[config.mk]
export PLATFORM = sky130hd
export DESIGN_NAME = latency_pair_measure_fsm_core_flat
export DESIGN_NICKNAME = d
export VERILOG_FILES = /design/src/rtl/lpm_pkg.sv /design/src/rtl/lpm_if.sv /design/src/rtl/lpm_div.sv /design/src/rtl/lpm_datapath.sv /design/src/rtl/lpm_ctrl.sv /design/src/rtl/latency_pair_measure_fsm_core.sv /design/src/flat_wrapper.sv
export SDC_FILE = /design/constraint.sdc
export NUM_CORES = 2
export LEC_CHECK = 0
export ABC_AREA = 1
export BUFFER_PORTS_ARGS = -buffer_cell sky130_fd_sc_hd__buf_2
export CAP_MARGIN = 20
export CORE_MARGIN = 2
export CORE_UTILIZATION = 60
export CTS_CLUSTER_DIAMETER = 60
export CTS_CLUSTER_SIZE = 10
export DETAILED_ROUTE_END_ITERATION = 8
export PLACE_DENSITY = 0.91
export SYNTH_ARGS = -nofsm -noshare
export SYNTH_HDL_FRONTEND = slang
export SYNTH_SLANG_ARGS = --single-unit
[constraint.sdc]
create_clock -name clk_i -period 16.05 [get_ports clk_i]
set_input_delay 3.21 -clock clk_i [delete_from_list [all_inputs] [get_ports clk_i]]
set_output_delay 3.21 -clock clk_i [all_outputs]
set_load 0.03 [all_outputs]
[src/rtl/lpm_pkg.sv]
// ----------------------------------------------------------------------------
// lpm_pkg
// shared constants, codes and control structs of the latency pair measurement
// ----------------------------------------------------------------------------
package lpm_pkg;

  // counter cycles per down-count step and nanoseconds per second
  localparam int unsigned CYCLES_PER_COUNT = 2;
  localparam logic [29:0] NS_PER_S         = 30'd1000000000;
  localparam logic [31:0] CLOCK_HZ_RST     = 32'd150000000;

  // widths of the latency arithmetic
  localparam int unsigned CYC_W = 32 + $clog2(CYCLES_PER_COUNT + 1);
  localparam int unsigned PLO_W = 62;
  localparam int unsigned NUM_W = CYC_W + 30;
  localparam int unsigned CNT_W = $clog2(NUM_W + 1);

  // input kinds
  localparam logic [2:0] K_TICK   = 3'd0;
  localparam logic [2:0] K_STIM   = 3'd1;
  localparam logic [2:0] K_CLICK  = 3'd2;
  localparam logic [2:0] K_MOTION = 3'd3;
  localparam logic [2:0] K_START  = 3'd4;
  localparam logic [2:0] K_STOP   = 3'd5;

  // result event kinds
  localparam logic [2:0] EV_MEAS     = 3'd0;
  localparam logic [2:0] EV_NO_RESP  = 3'd1;
  localparam logic [2:0] EV_DROP     = 3'd2;
  localparam logic [2:0] EV_MISORDER = 3'd3;
  localparam logic [2:0] EV_REARM    = 3'd4;

  // configuration register indexes
  localparam logic [2:0] CFG_STIM_RISING = 3'd0;
  localparam logic [2:0] CFG_AXIS_MODE   = 3'd1;
  localparam logic [2:0] CFG_HOLD_LEN    = 3'd2;
  localparam logic [2:0] CFG_RESP_LIMIT  = 3'd3;
  localparam logic [2:0] CFG_CLOCK_HZ    = 3'd4;

  typedef struct packed {
    logic       in_ready;
    logic       inc_timeout;
    logic       inc_drop;
    logic       inc_stray;
    logic       inc_order;
    logic       inc_good;
    logic       set_pending;
    logic       begin_hold;
    logic       clr_hold;
    logic       emit;
    logic [2:0] emit_kind;
    logic       emit_resp;
    logic       emit_meas;
    logic       mul_start;
    logic       mul_step;
    logic       div_start;
  } lpm_cmd_t;

  typedef struct packed {
    logic       in_fire;
    logic [2:0] kind;
    logic       timeout_hit;
    logic       hold_expired;
    logic       at_rest;
    logic       order_err;
    logic       chan_match;
    logic       cfg_hit;
    logic       out_free;
    logic       div_done;
  } lpm_sts_t;

endpackage

[src/rtl/lpm_if.sv]
// ----------------------------------------------------------------------------
// lpm_in_if / lpm_out_if
// valid/ready channels carrying input words and result words
// ----------------------------------------------------------------------------
interface lpm_in_if;
  logic        valid;
  logic        ready;
  logic [2:0]  kind;
  logic [31:0] stamp;
  logic [31:0] now_us;
  logic        stim_level;

  modport source (output valid, kind, stamp, now_us, stim_level, input ready);
  modport sink   (input valid, kind, stamp, now_us, stim_level, output ready);
endinterface

interface lpm_out_if;
  logic        valid;
  logic        ready;
  logic [2:0]  event_kind;
  logic        axis;
  logic [31:0] sequence_res;
  logic [31:0] stim_stamp;
  logic [31:0] resp_stamp;
  logic [31:0] latency_ns;
  logic [31:0] timeout_count;
  logic [31:0] drop_count;
  logic [31:0] stray_count;
  logic [31:0] order_count;
  logic [31:0] axis_sequence;

  modport source (output valid, event_kind, axis, sequence_res, stim_stamp, resp_stamp,
                  latency_ns, timeout_count, drop_count, stray_count, order_count,
                  axis_sequence, input ready);
  modport sink   (input valid, event_kind, axis, sequence_res, stim_stamp, resp_stamp,
                  latency_ns, timeout_count, drop_count, stray_count, order_count,
                  axis_sequence, output ready);
endinterface

[src/rtl/lpm_div.sv]
// ----------------------------------------------------------------------------
// lpm_div
// restoring divider, one quotient bit per cycle, low 32 quotient bits kept
// ----------------------------------------------------------------------------
module lpm_div import lpm_pkg::*; (
  input  logic             clk_i,
  input  logic             rst_ni,
  input  logic             start_i,
  input  logic [NUM_W-1:0] num_i,
  input  logic [31:0]      den_i,
  output logic             done_o,
  output logic [31:0]      quo_o
);

  logic             busy_q, busy_d;
  logic             done_q, done_d;
  logic [CNT_W-1:0] cnt_q, cnt_d;
  logic [NUM_W-1:0] num_q, num_d;
  logic [31:0]      rem_q, rem_d;
  logic [31:0]      quo_q, quo_d;
  logic [32:0]      rem_sh;
  logic [32:0]      rem_sub;
  logic             ge;

  assign rem_sh  = {rem_q, num_q[NUM_W-1]};
  assign ge      = rem_sh >= {1'b0, den_i};
  assign rem_sub = rem_sh - {1'b0, den_i};

  always_comb begin
    busy_d = busy_q;
    done_d = 1'b0;
    cnt_d  = cnt_q;
    num_d  = num_q;
    rem_d  = rem_q;
    quo_d  = quo_q;
    if (start_i) begin
      busy_d = 1'b1;
      cnt_d  = CNT_W'(NUM_W);
      num_d  = num_i;
      rem_d  = '0;
      quo_d  = '0;
    end else if (busy_q) begin
      rem_d = ge ? rem_sub[31:0] : rem_sh[31:0];
      quo_d = {quo_q[30:0], ge};
      num_d = {num_q[NUM_W-2:0], 1'b0};
      cnt_d = cnt_q - CNT_W'(1);
      if (cnt_q == CNT_W'(1)) begin
        busy_d = 1'b0;
        done_d = 1'b1;
      end
    end
  end

  always_ff @(posedge clk_i or negedge rst_ni) begin
    if (!rst_ni) begin
      busy_q <= 1'b0;
      done_q <= 1'b0;
      cnt_q  <= '0;
    end else begin
      busy_q <= busy_d;
      done_q <= done_d;
      cnt_q  <= cnt_d;
    end
  end

  always_ff @(posedge clk_i) begin
    num_q <= num_d;
    rem_q <= rem_d;
    quo_q <= quo_d;
  end

  assign done_o = done_q;
  assign quo_o  = quo_q;

endmodule

[src/rtl/lpm_datapath.sv]
// ----------------------------------------------------------------------------
// lpm_datapath
// configuration, stamps, counters, latency arithmetic and the result register
// ----------------------------------------------------------------------------
module lpm_datapath import lpm_pkg::*; (
  input  logic        clk_i,
  input  logic        rst_ni,
  lpm_in_if.sink      in_i,
  lpm_out_if.source   out_o,
  input  logic        cfg_we_i,
  input  logic [2:0]  cfg_idx_i,
  input  logic [31:0] cfg_wdata_i,
  input  lpm_cmd_t    cmd_i,
  output lpm_sts_t    sts_o
);

  // configuration
  logic        stim_rising_q;
  logic        axis_mode_q;
  logic [31:0] hold_len_q;
  logic [31:0] resp_limit_q;
  logic [31:0] clock_hz_q;

  // captured input word
  logic [2:0]  kind_q;
  logic [31:0] stamp_q;
  logic [31:0] now_q;
  logic        level_q;

  // measurement state
  logic [31:0] pending_q, entered_q, hold_until_q;
  logic [31:0] good_q, timeouts_q, drops_q, strays_q, orders_q;
  logic [31:0] good_d, timeouts_d, drops_d, strays_d, orders_d;
  logic [31:0] per_axis_q [2];
  logic [31:0] per_axis_d [2];

  // latency arithmetic
  logic [CYC_W-1:0] cyc_q;
  logic [PLO_W-1:0] plo_q;
  logic [NUM_W-1:0] num;
  logic [31:0]      den;
  logic [31:0]      quo;
  logic             div_done;

  logic        in_fire;
  logic        out_v_q;
  logic        out_free;
  logic [31:0] diff;
  logic [31:0] to_elapsed;
  logic [31:0] hold_elapsed;

  assign in_fire    = in_i.valid && cmd_i.in_ready;
  assign in_i.ready = cmd_i.in_ready;

  assign diff         = pending_q - stamp_q;
  assign to_elapsed   = now_q - entered_q;
  assign hold_elapsed = now_q - hold_until_q;
  assign out_free     = !out_v_q || out_o.ready;

  always_comb begin
    sts_o.in_fire      = in_fire;
    sts_o.kind         = kind_q;
    sts_o.timeout_hit  = to_elapsed > resp_limit_q;
    sts_o.hold_expired = !hold_elapsed[31];
    sts_o.at_rest      = level_q != stim_rising_q;
    sts_o.order_err    = (stamp_q > pending_q) || diff[31];
    sts_o.chan_match   = (kind_q == K_MOTION) == axis_mode_q;
    sts_o.cfg_hit      = cfg_we_i && (cfg_idx_i inside {[CFG_STIM_RISING:CFG_CLOCK_HZ]});
    sts_o.out_free     = out_free;
    sts_o.div_done     = div_done;
  end

  // configuration registers
  always_ff @(posedge clk_i or negedge rst_ni) begin
    if (!rst_ni) begin
      stim_rising_q <= 1'b1;
      axis_mode_q   <= 1'b0;
      hold_len_q    <= '0;
      resp_limit_q  <= '0;
      clock_hz_q    <= CLOCK_HZ_RST;
    end else if (cfg_we_i) begin
      case (cfg_idx_i)
        CFG_STIM_RISING: stim_rising_q <= cfg_wdata_i[0];
        CFG_AXIS_MODE:   axis_mode_q   <= cfg_wdata_i[0];
        CFG_HOLD_LEN:    hold_len_q    <= cfg_wdata_i;
        CFG_RESP_LIMIT:  resp_limit_q  <= cfg_wdata_i;
        CFG_CLOCK_HZ:    clock_hz_q    <= cfg_wdata_i;
        default: ;
      endcase
    end
  end

  always_ff @(posedge clk_i) begin
    if (in_fire) begin
      kind_q  <= in_i.kind;
      stamp_q <= in_i.stamp;
      now_q   <= in_i.now_us;
      level_q <= in_i.stim_level;
    end
  end

  // counters, all wrap
  always_comb begin
    good_d        = good_q + 32'(cmd_i.inc_good);
    timeouts_d    = timeouts_q + 32'(cmd_i.inc_timeout);
    drops_d       = drops_q + 32'(cmd_i.inc_drop);
    strays_d      = strays_q + 32'(cmd_i.inc_stray);
    orders_d      = orders_q + 32'(cmd_i.inc_order);
    per_axis_d[0] = per_axis_q[0];
    per_axis_d[1] = per_axis_q[1];
    per_axis_d[axis_mode_q] = per_axis_q[axis_mode_q] + 32'(cmd_i.inc_good);
  end

  always_ff @(posedge clk_i or negedge rst_ni) begin
    if (!rst_ni) begin
      good_q        <= '0;
      timeouts_q    <= '0;
      drops_q       <= '0;
      strays_q      <= '0;
      orders_q      <= '0;
      per_axis_q[0] <= '0;
      per_axis_q[1] <= '0;
      pending_q     <= '0;
      entered_q     <= '0;
      hold_until_q  <= '0;
    end else begin
      good_q        <= good_d;
      timeouts_q    <= timeouts_d;
      drops_q       <= drops_d;
      strays_q      <= strays_d;
      orders_q      <= orders_d;
      per_axis_q[0] <= per_axis_d[0];
      per_axis_q[1] <= per_axis_d[1];
      if (cmd_i.set_pending) begin
        pending_q <= stamp_q;
        entered_q <= now_q;
      end
      if (cmd_i.begin_hold) begin
        hold_until_q <= now_q + hold_len_q;
      end else if (cmd_i.clr_hold) begin
        hold_until_q <= '0;
      end
    end
  end

  // latency: floor(diff * cycles * 1e9 / clock_hz), product split in two halves
  assign num = NUM_W'(plo_q) + ((NUM_W'(cyc_q[CYC_W-1:32]) * NUM_W'(NS_PER_S)) << 32);
  assign den = (clock_hz_q == '0) ? 32'd1 : clock_hz_q;

  always_ff @(posedge clk_i) begin
    if (cmd_i.mul_start) begin
      cyc_q <= CYC_W'(diff) * CYC_W'(CYCLES_PER_COUNT);
    end
    if (cmd_i.mul_step) begin
      plo_q <= PLO_W'(cyc_q[31:0]) * PLO_W'(NS_PER_S);
    end
  end

  lpm_div u_div (
    .clk_i   (clk_i),
    .rst_ni  (rst_ni),
    .start_i (cmd_i.div_start),
    .num_i   (num),
    .den_i   (den),
    .done_o  (div_done),
    .quo_o   (quo)
  );

  // result register, loaded with post-update counter values
  always_ff @(posedge clk_i or negedge rst_ni) begin
    if (!rst_ni) begin
      out_v_q <= 1'b0;
    end else if (cmd_i.emit || cmd_i.emit_meas) begin
      out_v_q <= 1'b1;
    end else if (out_o.ready) begin
      out_v_q <= 1'b0;
    end
  end

  always_ff @(posedge clk_i) begin
    if (cmd_i.emit || cmd_i.emit_meas) begin
      out_o.event_kind    <= cmd_i.emit_meas ? EV_MEAS : cmd_i.emit_kind;
      out_o.axis          <= axis_mode_q;
      out_o.sequence_res  <= good_d;
      out_o.stim_stamp    <= pending_q;
      out_o.resp_stamp    <= (cmd_i.emit_meas || cmd_i.emit_resp) ? stamp_q : 32'd0;
      out_o.latency_ns    <= cmd_i.emit_meas ? quo : 32'd0;
      out_o.timeout_count <= timeouts_d;
      out_o.drop_count    <= drops_d;
      out_o.stray_count   <= strays_d;
      out_o.order_count   <= orders_d;
      out_o.axis_sequence <= per_axis_d[axis_mode_q];
    end
  end

  assign out_o.valid = out_v_q;

endmodule

[src/rtl/lpm_ctrl.sv]
// ----------------------------------------------------------------------------
// lpm_ctrl
// measurement phase machine and item sequencer
// ----------------------------------------------------------------------------
module lpm_ctrl import lpm_pkg::*; (
  input  logic     clk_i,
  input  logic     rst_ni,
  input  lpm_sts_t sts_i,
  output lpm_cmd_t cmd_o
);

  // sequencer states
  localparam logic [2:0] C_IDLE = 3'd0;
  localparam logic [2:0] C_EXEC = 3'd1;
  localparam logic [2:0] C_MUL1 = 3'd2;
  localparam logic [2:0] C_MUL2 = 3'd3;
  localparam logic [2:0] C_DIV  = 3'd4;

  // measurement phases
  localparam logic [1:0] PH_IDLE  = 2'd0;
  localparam logic [1:0] PH_ARMED = 2'd1;
  localparam logic [1:0] PH_SEEN  = 2'd2;
  localparam logic [1:0] PH_HOLD  = 2'd3;

  logic [2:0] state_q, state_d;
  logic [1:0] ph_q, ph_d;
  logic       en_q, en_d;
  logic       rearm_q, rearm_d;

  always_comb begin
    state_d = state_q;
    ph_d    = ph_q;
    en_d    = en_q;
    rearm_d = rearm_q;
    cmd_o   = '0;
    cmd_o.in_ready = (state_q == C_IDLE);

    case (state_q)
      C_IDLE: begin
        if (sts_i.in_fire) begin
          state_d = C_EXEC;
        end else if (sts_i.cfg_hit) begin
          // a write to a defined register index drops any pending stimulus
          if (en_q) begin
            ph_d    = PH_HOLD;
            rearm_d = 1'b1;
          end else begin
            ph_d = PH_IDLE;
          end
        end
      end
      C_EXEC: begin
        // wait until the result register can take a word
        if (sts_i.out_free) begin
          state_d = C_IDLE;
          case (sts_i.kind)
            K_TICK: begin
              if (en_q && ph_q == PH_SEEN && sts_i.timeout_hit) begin
                cmd_o.inc_timeout = 1'b1;
                cmd_o.begin_hold  = 1'b1;
                cmd_o.emit        = 1'b1;
                cmd_o.emit_kind   = EV_NO_RESP;
                ph_d    = PH_HOLD;
                rearm_d = 1'b0;
              end else if (en_q && ph_q == PH_HOLD && (rearm_q || sts_i.hold_expired)
                           && sts_i.at_rest) begin
                cmd_o.clr_hold  = 1'b1;
                cmd_o.emit      = 1'b1;
                cmd_o.emit_kind = EV_REARM;
                ph_d    = PH_ARMED;
                rearm_d = 1'b0;
              end
            end
            K_STIM: begin
              if (ph_q == PH_ARMED) begin
                cmd_o.set_pending = 1'b1;
                ph_d = PH_SEEN;
              end else if (ph_q == PH_SEEN) begin
                cmd_o.inc_drop    = 1'b1;
                cmd_o.emit        = 1'b1;
                cmd_o.emit_kind   = EV_DROP;
                cmd_o.set_pending = 1'b1;
              end
            end
            K_CLICK, K_MOTION: begin
              if (sts_i.chan_match) begin
                if (ph_q != PH_SEEN) begin
                  cmd_o.inc_stray = 1'b1;
                end else if (sts_i.order_err) begin
                  cmd_o.inc_order  = 1'b1;
                  cmd_o.begin_hold = 1'b1;
                  cmd_o.emit       = 1'b1;
                  cmd_o.emit_kind  = EV_MISORDER;
                  cmd_o.emit_resp  = 1'b1;
                  ph_d    = PH_HOLD;
                  rearm_d = 1'b0;
                end else begin
                  cmd_o.inc_good   = 1'b1;
                  cmd_o.begin_hold = 1'b1;
                  cmd_o.mul_start  = 1'b1;
                  ph_d    = PH_HOLD;
                  rearm_d = 1'b0;
                  state_d = C_MUL1;
                end
              end
            end
            K_START: begin
              en_d    = 1'b1;
              ph_d    = PH_HOLD;
              rearm_d = 1'b1;
            end
            K_STOP: begin
              en_d = 1'b0;
              ph_d = PH_IDLE;
            end
            default: ;
          endcase
        end
      end
      C_MUL1: begin
        cmd_o.mul_step = 1'b1;
        state_d = C_MUL2;
      end
      C_MUL2: begin
        cmd_o.div_start = 1'b1;
        state_d = C_DIV;
      end
      C_DIV: begin
        if (sts_i.div_done) begin
          cmd_o.emit_meas = 1'b1;
          state_d = C_IDLE;
        end
      end
      default: begin
        state_d = C_IDLE;
      end
    endcase
  end

  always_ff @(posedge clk_i or negedge rst_ni) begin
    if (!rst_ni) begin
      state_q <= C_IDLE;
      ph_q    <= PH_IDLE;
      en_q    <= 1'b0;
      rearm_q <= 1'b0;
    end else begin
      state_q <= state_d;
      ph_q    <= ph_d;
      en_q    <= en_d;
      rearm_q <= rearm_d;
    end
  end

  a_emit_needs_room: assert property (@(posedge clk_i) disable iff (!rst_ni)
    (cmd_o.emit || cmd_o.emit_meas) |-> sts_i.out_free)
    else $error("result word loaded while the result register is full");

  a_div_done_in_div: assert property (@(posedge clk_i) disable iff (!rst_ni)
    sts_i.div_done |-> (state_q == C_DIV))
    else $error("divider finished outside the divide state");

  a_disabled_idle: assert property (@(posedge clk_i) disable iff (!rst_ni)
    !en_q |-> (ph_q == PH_IDLE))
    else $error("measurement phase active while disabled");

  a_meas_pending: assert property (@(posedge clk_i) disable iff (!rst_ni)
    (state_q == C_MUL1) |-> (ph_q == PH_HOLD))
    else $error("latency arithmetic running outside holdoff");

endmodule

[src/rtl/latency_pair_measure_fsm_core.sv]
// ----------------------------------------------------------------------------
// latency_pair_measure_fsm_core
// pairs stimulus and response edge stamps and reports latency in nanoseconds
// ----------------------------------------------------------------------------
//  channel   direction  handshake      word
//  in_i      sink       valid/ready    kind, stamp, now_us, stim_level
//  out_o     source     valid/ready    event_kind ... axis_sequence
//  cfg       write      cfg_we_i       cfg_idx_i, cfg_wdata_i
//
//  a word without a measurement returns from execute to idle for the next accept
//  a measurement runs execute, MUL1, MUL2 and the divide state, the last
//  paced by the one-bit-per-cycle restoring divider
//  a full result register holds the next word in execute until it drains
//  asynchronous active-low reset, no clearing pass
// ----------------------------------------------------------------------------
module latency_pair_measure_fsm_core import lpm_pkg::*; (
  input  logic        clk_i,
  input  logic        rst_ni,
  lpm_in_if.sink      in_i,
  lpm_out_if.source   out_o,
  input  logic        cfg_we_i,
  input  logic [2:0]  cfg_idx_i,
  input  logic [31:0] cfg_wdata_i
);

  lpm_cmd_t cmd;
  lpm_sts_t sts;

  lpm_ctrl u_ctrl (
    .clk_i  (clk_i),
    .rst_ni (rst_ni),
    .sts_i  (sts),
    .cmd_o  (cmd)
  );

  lpm_datapath u_dp (
    .clk_i       (clk_i),
    .rst_ni      (rst_ni),
    .in_i        (in_i),
    .out_o       (out_o),
    .cfg_we_i    (cfg_we_i),
    .cfg_idx_i   (cfg_idx_i),
    .cfg_wdata_i (cfg_wdata_i),
    .cmd_i       (cmd),
    .sts_o       (sts)
  );

endmodule

[src/flat_wrapper.sv]
// flat-port wrapper written by rule: the top's interface ports become plain ports
module latency_pair_measure_fsm_core_flat import lpm_pkg::*;
  (clk_i, rst_ni, cfg_we_i, cfg_idx_i, cfg_wdata_i, in_i_valid, in_i_kind, in_i_stamp, in_i_now_us, in_i_stim_level, in_i_ready, out_o_valid, out_o_event_kind, out_o_axis, out_o_sequence_res, out_o_stim_stamp, out_o_resp_stamp, out_o_latency_ns, out_o_timeout_count, out_o_drop_count, out_o_stray_count, out_o_order_count, out_o_axis_sequence, out_o_ready);
  lpm_in_if in_i_i ();
  lpm_out_if out_o_i ();
  input  logic clk_i;
  input  logic rst_ni;
  input  logic cfg_we_i;
  input  logic [2:0] cfg_idx_i;
  input  logic [31:0] cfg_wdata_i;
  input wire logic [$bits(in_i_i.valid)-1:0] in_i_valid;
  input wire logic [$bits(in_i_i.kind)-1:0] in_i_kind;
  input wire logic [$bits(in_i_i.stamp)-1:0] in_i_stamp;
  input wire logic [$bits(in_i_i.now_us)-1:0] in_i_now_us;
  input wire logic [$bits(in_i_i.stim_level)-1:0] in_i_stim_level;
  output wire logic [$bits(in_i_i.ready)-1:0] in_i_ready;
  output wire logic [$bits(out_o_i.valid)-1:0] out_o_valid;
  output wire logic [$bits(out_o_i.event_kind)-1:0] out_o_event_kind;
  output wire logic [$bits(out_o_i.axis)-1:0] out_o_axis;
  output wire logic [$bits(out_o_i.sequence_res)-1:0] out_o_sequence_res;
  output wire logic [$bits(out_o_i.stim_stamp)-1:0] out_o_stim_stamp;
  output wire logic [$bits(out_o_i.resp_stamp)-1:0] out_o_resp_stamp;
  output wire logic [$bits(out_o_i.latency_ns)-1:0] out_o_latency_ns;
  output wire logic [$bits(out_o_i.timeout_count)-1:0] out_o_timeout_count;
  output wire logic [$bits(out_o_i.drop_count)-1:0] out_o_drop_count;
  output wire logic [$bits(out_o_i.stray_count)-1:0] out_o_stray_count;
  output wire logic [$bits(out_o_i.order_count)-1:0] out_o_order_count;
  output wire logic [$bits(out_o_i.axis_sequence)-1:0] out_o_axis_sequence;
  input wire logic [$bits(out_o_i.ready)-1:0] out_o_ready;
  assign in_i_i.valid = in_i_valid;
  assign in_i_i.kind = in_i_kind;
  assign in_i_i.stamp = in_i_stamp;
  assign in_i_i.now_us = in_i_now_us;
  assign in_i_i.stim_level = in_i_stim_level;
  assign in_i_ready = in_i_i.ready;
  assign out_o_valid = out_o_i.valid;
  assign out_o_event_kind = out_o_i.event_kind;
  assign out_o_axis = out_o_i.axis;
  assign out_o_sequence_res = out_o_i.sequence_res;
  assign out_o_stim_stamp = out_o_i.stim_stamp;
  assign out_o_resp_stamp = out_o_i.resp_stamp;
  assign out_o_latency_ns = out_o_i.latency_ns;
  assign out_o_timeout_count = out_o_i.timeout_count;
  assign out_o_drop_count = out_o_i.drop_count;
  assign out_o_stray_count = out_o_i.stray_count;
  assign out_o_order_count = out_o_i.order_count;
  assign out_o_axis_sequence = out_o_i.axis_sequence;
  assign out_o_i.ready = out_o_ready;
  latency_pair_measure_fsm_core u_core (.clk_i(clk_i), .rst_ni(rst_ni), .in_i(in_i_i), .out_o(out_o_i), .cfg_we_i(cfg_we_i), .cfg_idx_i(cfg_idx_i), .cfg_wdata_i(cfg_wdata_i));
endmodule
==> flow_summary_export.csv <==
group,metric,value,unit
critical_path,r2r_cells,22,
clock_tree,cts_root_buf,"clkbuf_16",
critical_path,critPathMaxStageDelay,0.59,ns
logic_synthesis,postSynthNetCount,7221,
logic_synthesis,synth_seq_cells,997,
critical_path,cp-end-kind,"register",
sta,report.final.slew_viol_count,0,
critical_path,cp-startpoint,"u_core.u_dp.cyc_q[11]",
pwr,power.internal,5.85,mW
pwr,switching_share,38.9,%
finish,drive_gt1_share,10.1,%
place,portBuffers,401,
sta,period_share,42.7,%
pwr,p_per_area,141,mW/mm^2
critical_path,worstReg2RegStart,"u_core.u_dp.cyc_q[11]",
sta,hold_violations,0,
critical_path,r2r_slack,9.20,ns
detailed_routing,drc_errors,0,
logic_synthesis,async_flop_share,43.6,%
pwr,power.switching,3.72,mW
critical_path,path_cells,"inv_1 > fa_1 > fa_1 > fa_1 > fa_1 > fa_1 > inv_1 > fa_1 > inv_1 > fa_1 > inv_1 > ha_1 > nand2_1 > inv_1 > nand2_1 > nor2_1 > nand3_1 > o21ai_0 > a21oi_1 > or2_2 > nand3_1 > nand2_1",
logic_synthesis,yosysWarningCount,0,
logic_synthesis,syn_inst,6328,
critical_path,required,16.50,ns
pwr,pwr-share-seq,35.5,%
critical_path,critPathKind,"register to register",
detailed_routing,antenna_left,0,
global_routing,grt_max_degree,173,
clock_tree,clk_latency,0.74,ns
place,dpl_cell_area,0.0641,mm^2
clock_tree,cts_setup_buffers,0,
sta,report.final.setup_viol,0,
clock_tree,cts_resized,0,
critical_path,timing.rr.end,"u_core.u_dp.plo_q[57]",
flow_run,maxCapViolations,0,
place,hpwlAfterDp,116000,um
detailed_routing,via_count,46567,
clock_tree,cts_tree,"yes",
global_routing,grt_pass1_vias,47276,
detailed_routing,drt_wl_total,155000,um
detailed_routing,drtIter0Drc,4417,
finish,final_common_cell,"nand2_1",
finish,fin_area,0.0677,mm^2
finish,final_cell_mix,"nand2_1 (1245), inv_1 (1096), edfxtp_1 (498)",
sta,min_period,6.85,ns
critical_path,worst-endpoint-arrival,7.30,ns
logic_synthesis,synth-main-ff-cell,"edfxtp_1",
die,die_y,322,um
place,placed_cells,7948,
finish,fin_util,67.6,%
global_routing,grt_pass1_wl,247000,um
die,core-area,0.100,mm^2
sta,worst_pin_slew,1.01,ns
finish,top_register,"u_core.u_dp.per_axis_q",
clock_tree,clock_path_buffers,3,
clock_tree,cts_hold_buf,0,
die,die_w,322,um
logic_synthesis,synth_cell_types,69,
place,gp_congestion,0.984,
pwr,power_frac_comb,38.6,%
finish,largest_reg_flops,64,
die,dieArea,0.104,mm^2
global_routing,gr-total-overflow,0,
finish,largestRegisters,"u_core.u_dp.per_axis_q x64, u_core.u_dp.u_div.num_q x54, u_core.u_dp.plo_q x52",
clock_tree,cts.sinks,997,
sta,max_freq,146,MHz
hold_path,min_path_type,"register to register",
critical_path,critPathLaunchType,"register",
finish,synthToLayoutAreaGrowth,11.8,%
logic_synthesis,avgSynthCellArea,9.58,um^2
place,pre_cts_ws,9.29,ns
sta,setup_tns,0,ns
detailed_routing,via_per_inst,5.69,
logic_synthesis,seq_area_frac_synth,44.8,%
finish,final_nets,7665,
detailed_routing,wl_per_cell,19.0,um
logic_synthesis,synth_area,0.0606,mm^2
global_routing,grt_antenna_before_repair,20,
critical_path,cp_common_cell,"fa_1",
pwr,power,9.57,mW
clock_tree,clk_pin_slew,0.06,ns
pwr,peakVddDrop,0.000106,V
finish,finalNonFillerCells,8180,
critical_path,cp_max_fo,7,
die,num_io_pins,402,
global_routing,grtUsageTotal,30.1,%
pwr,p_leak,33.2,nW
sta,skew,0.104,ns
status,status,"finished, final reports clean",
critical_path,crit_end,"u_core.u_dp.plo_q[57]",
logic_synthesis,synth-edff-count,498,
critical_path,critPathSlowestCell,"fa_1",
detailed_routing,drt_first_pass_iters,6,
pwr,clock_power_share,25.9,%
sta,layout_setup_ws,9.20,ns
sta,slew_headroom,32.5,%
sta,rsz0062_at_grt,"false",
clock_tree,cts_inserted_buffers,118,
die,rows,116,
clock_tree,htree_levels,3,
sta,holdWs,0.463,ns
die,initial_utilization,60.5,%
-- worst max-delay path: cells and delay by family (launching register included) --
kind | cells | cell delay [ns]
AO/OA/AOI/OAI | 2 | 0.65
adder cells (fa/ha/maj) | 8 | 4.11
buffers and inverters | 5 | 0.46
flip-flops | 1 | 0.55
AND/OR/NAND/NOR | 7 | 0.85
-- metal layers --
layer	wire [um]	track usage, %	up-vias
met3	13100	5.90	488
met2	72100	48.5	2251
met1	63400	40.2	22380
li1	-	-	21440
met4	6440	12.3	8
met5	42	0	-
-- final cells by class --
| class | instances | area, um^2 |
|---|---|---|
| clock buffers | 199 | 3290 |
| flip-flops and latches | 997 | 27100 |
| repair buffers | 427 | 2280 |
| inverters | 1106 | 4150 |
| diodes | 11 | 27.5 |
| fillers | 7123 | 32400 |
| clock inverters | 20 | 307 |
| multi-input cells | 4122 | 28900 |
| well taps | 1298 | 1620 |
-- synthesized netlist by cell type (32+ instances only) --
cell type,instances,share of area [%]
nor3_1,72,0.59
clkbuf_1,72,0.45
nand3_1,255,2.1
fa_1,305,10
nor2_1,456,2.8
edfxtp_1,498,25
inv_1,1097,6.8
nand2_1,1248,7.7
o21ai_0,307,2.5
dfrtp_1,424,18
nor4_1,36,0.37
xor2_1,214,3.1
a21oi_1,283,2.3
ha_1,480,9.9
xnor2_1,99,1.4
a22oi_1,32,0.40
dfxtp_1,64,2.1
nand4_1,62,0.64
-- power by group through the flow --
stage,Combinational [mW],Sequential (mW),Clock [mW]
floorplan,2.68,3.39,0
global placement,3.43,3.40,0
detailed placement,3.57,3.43,0
CTS,3.63,3.39,2.51
global route,4.15,3.43,2.61
finish,3.69,3.40,2.48
-- cells by family after synthesis --
group / after synthesis / synth area share, %
AND/OR/NAND/NOR: 2221 / 15.5
buffers and inverters: 1209 / 7.63
flip-flops: 997 / 44.8
AO/OA/AOI/OAI: 798 / 7.43
adder cells (fa/ha/maj): 785 / 20.0
XOR/XNOR: 316 / 4.60
multiplexers: 2 / 0.0351
-- worst min-delay path by stage --
stage                                     startpoint                               end  slack, ns  cells past startpoint
after floorplan           u_core.u_dp.u_div.quo_o[0]        u_core.u_dp.u_div.quo_o[1]       0.43                      2
after global placement        u_core.u_dp.good_q[31]            u_core.u_dp.good_q[31]       0.45                      1
after detailed placement  u_core.u_dp.per_axis_q[27]        u_core.u_dp.per_axis_q[27]       0.46                      2
after CTS                  u_core.u_dp.pending_q[20]  u_core.u_dp.out_o.stim_stamp[20]       0.46                      0
after global routing       u_core.u_dp.pending_q[20]  u_core.u_dp.out_o.stim_stamp[20]       0.47                      0
final                      u_core.u_dp.pending_q[19]  u_core.u_dp.out_o.stim_stamp[19]       0.46                      0
Note: power is estimated with default switching activity, not from simulation.
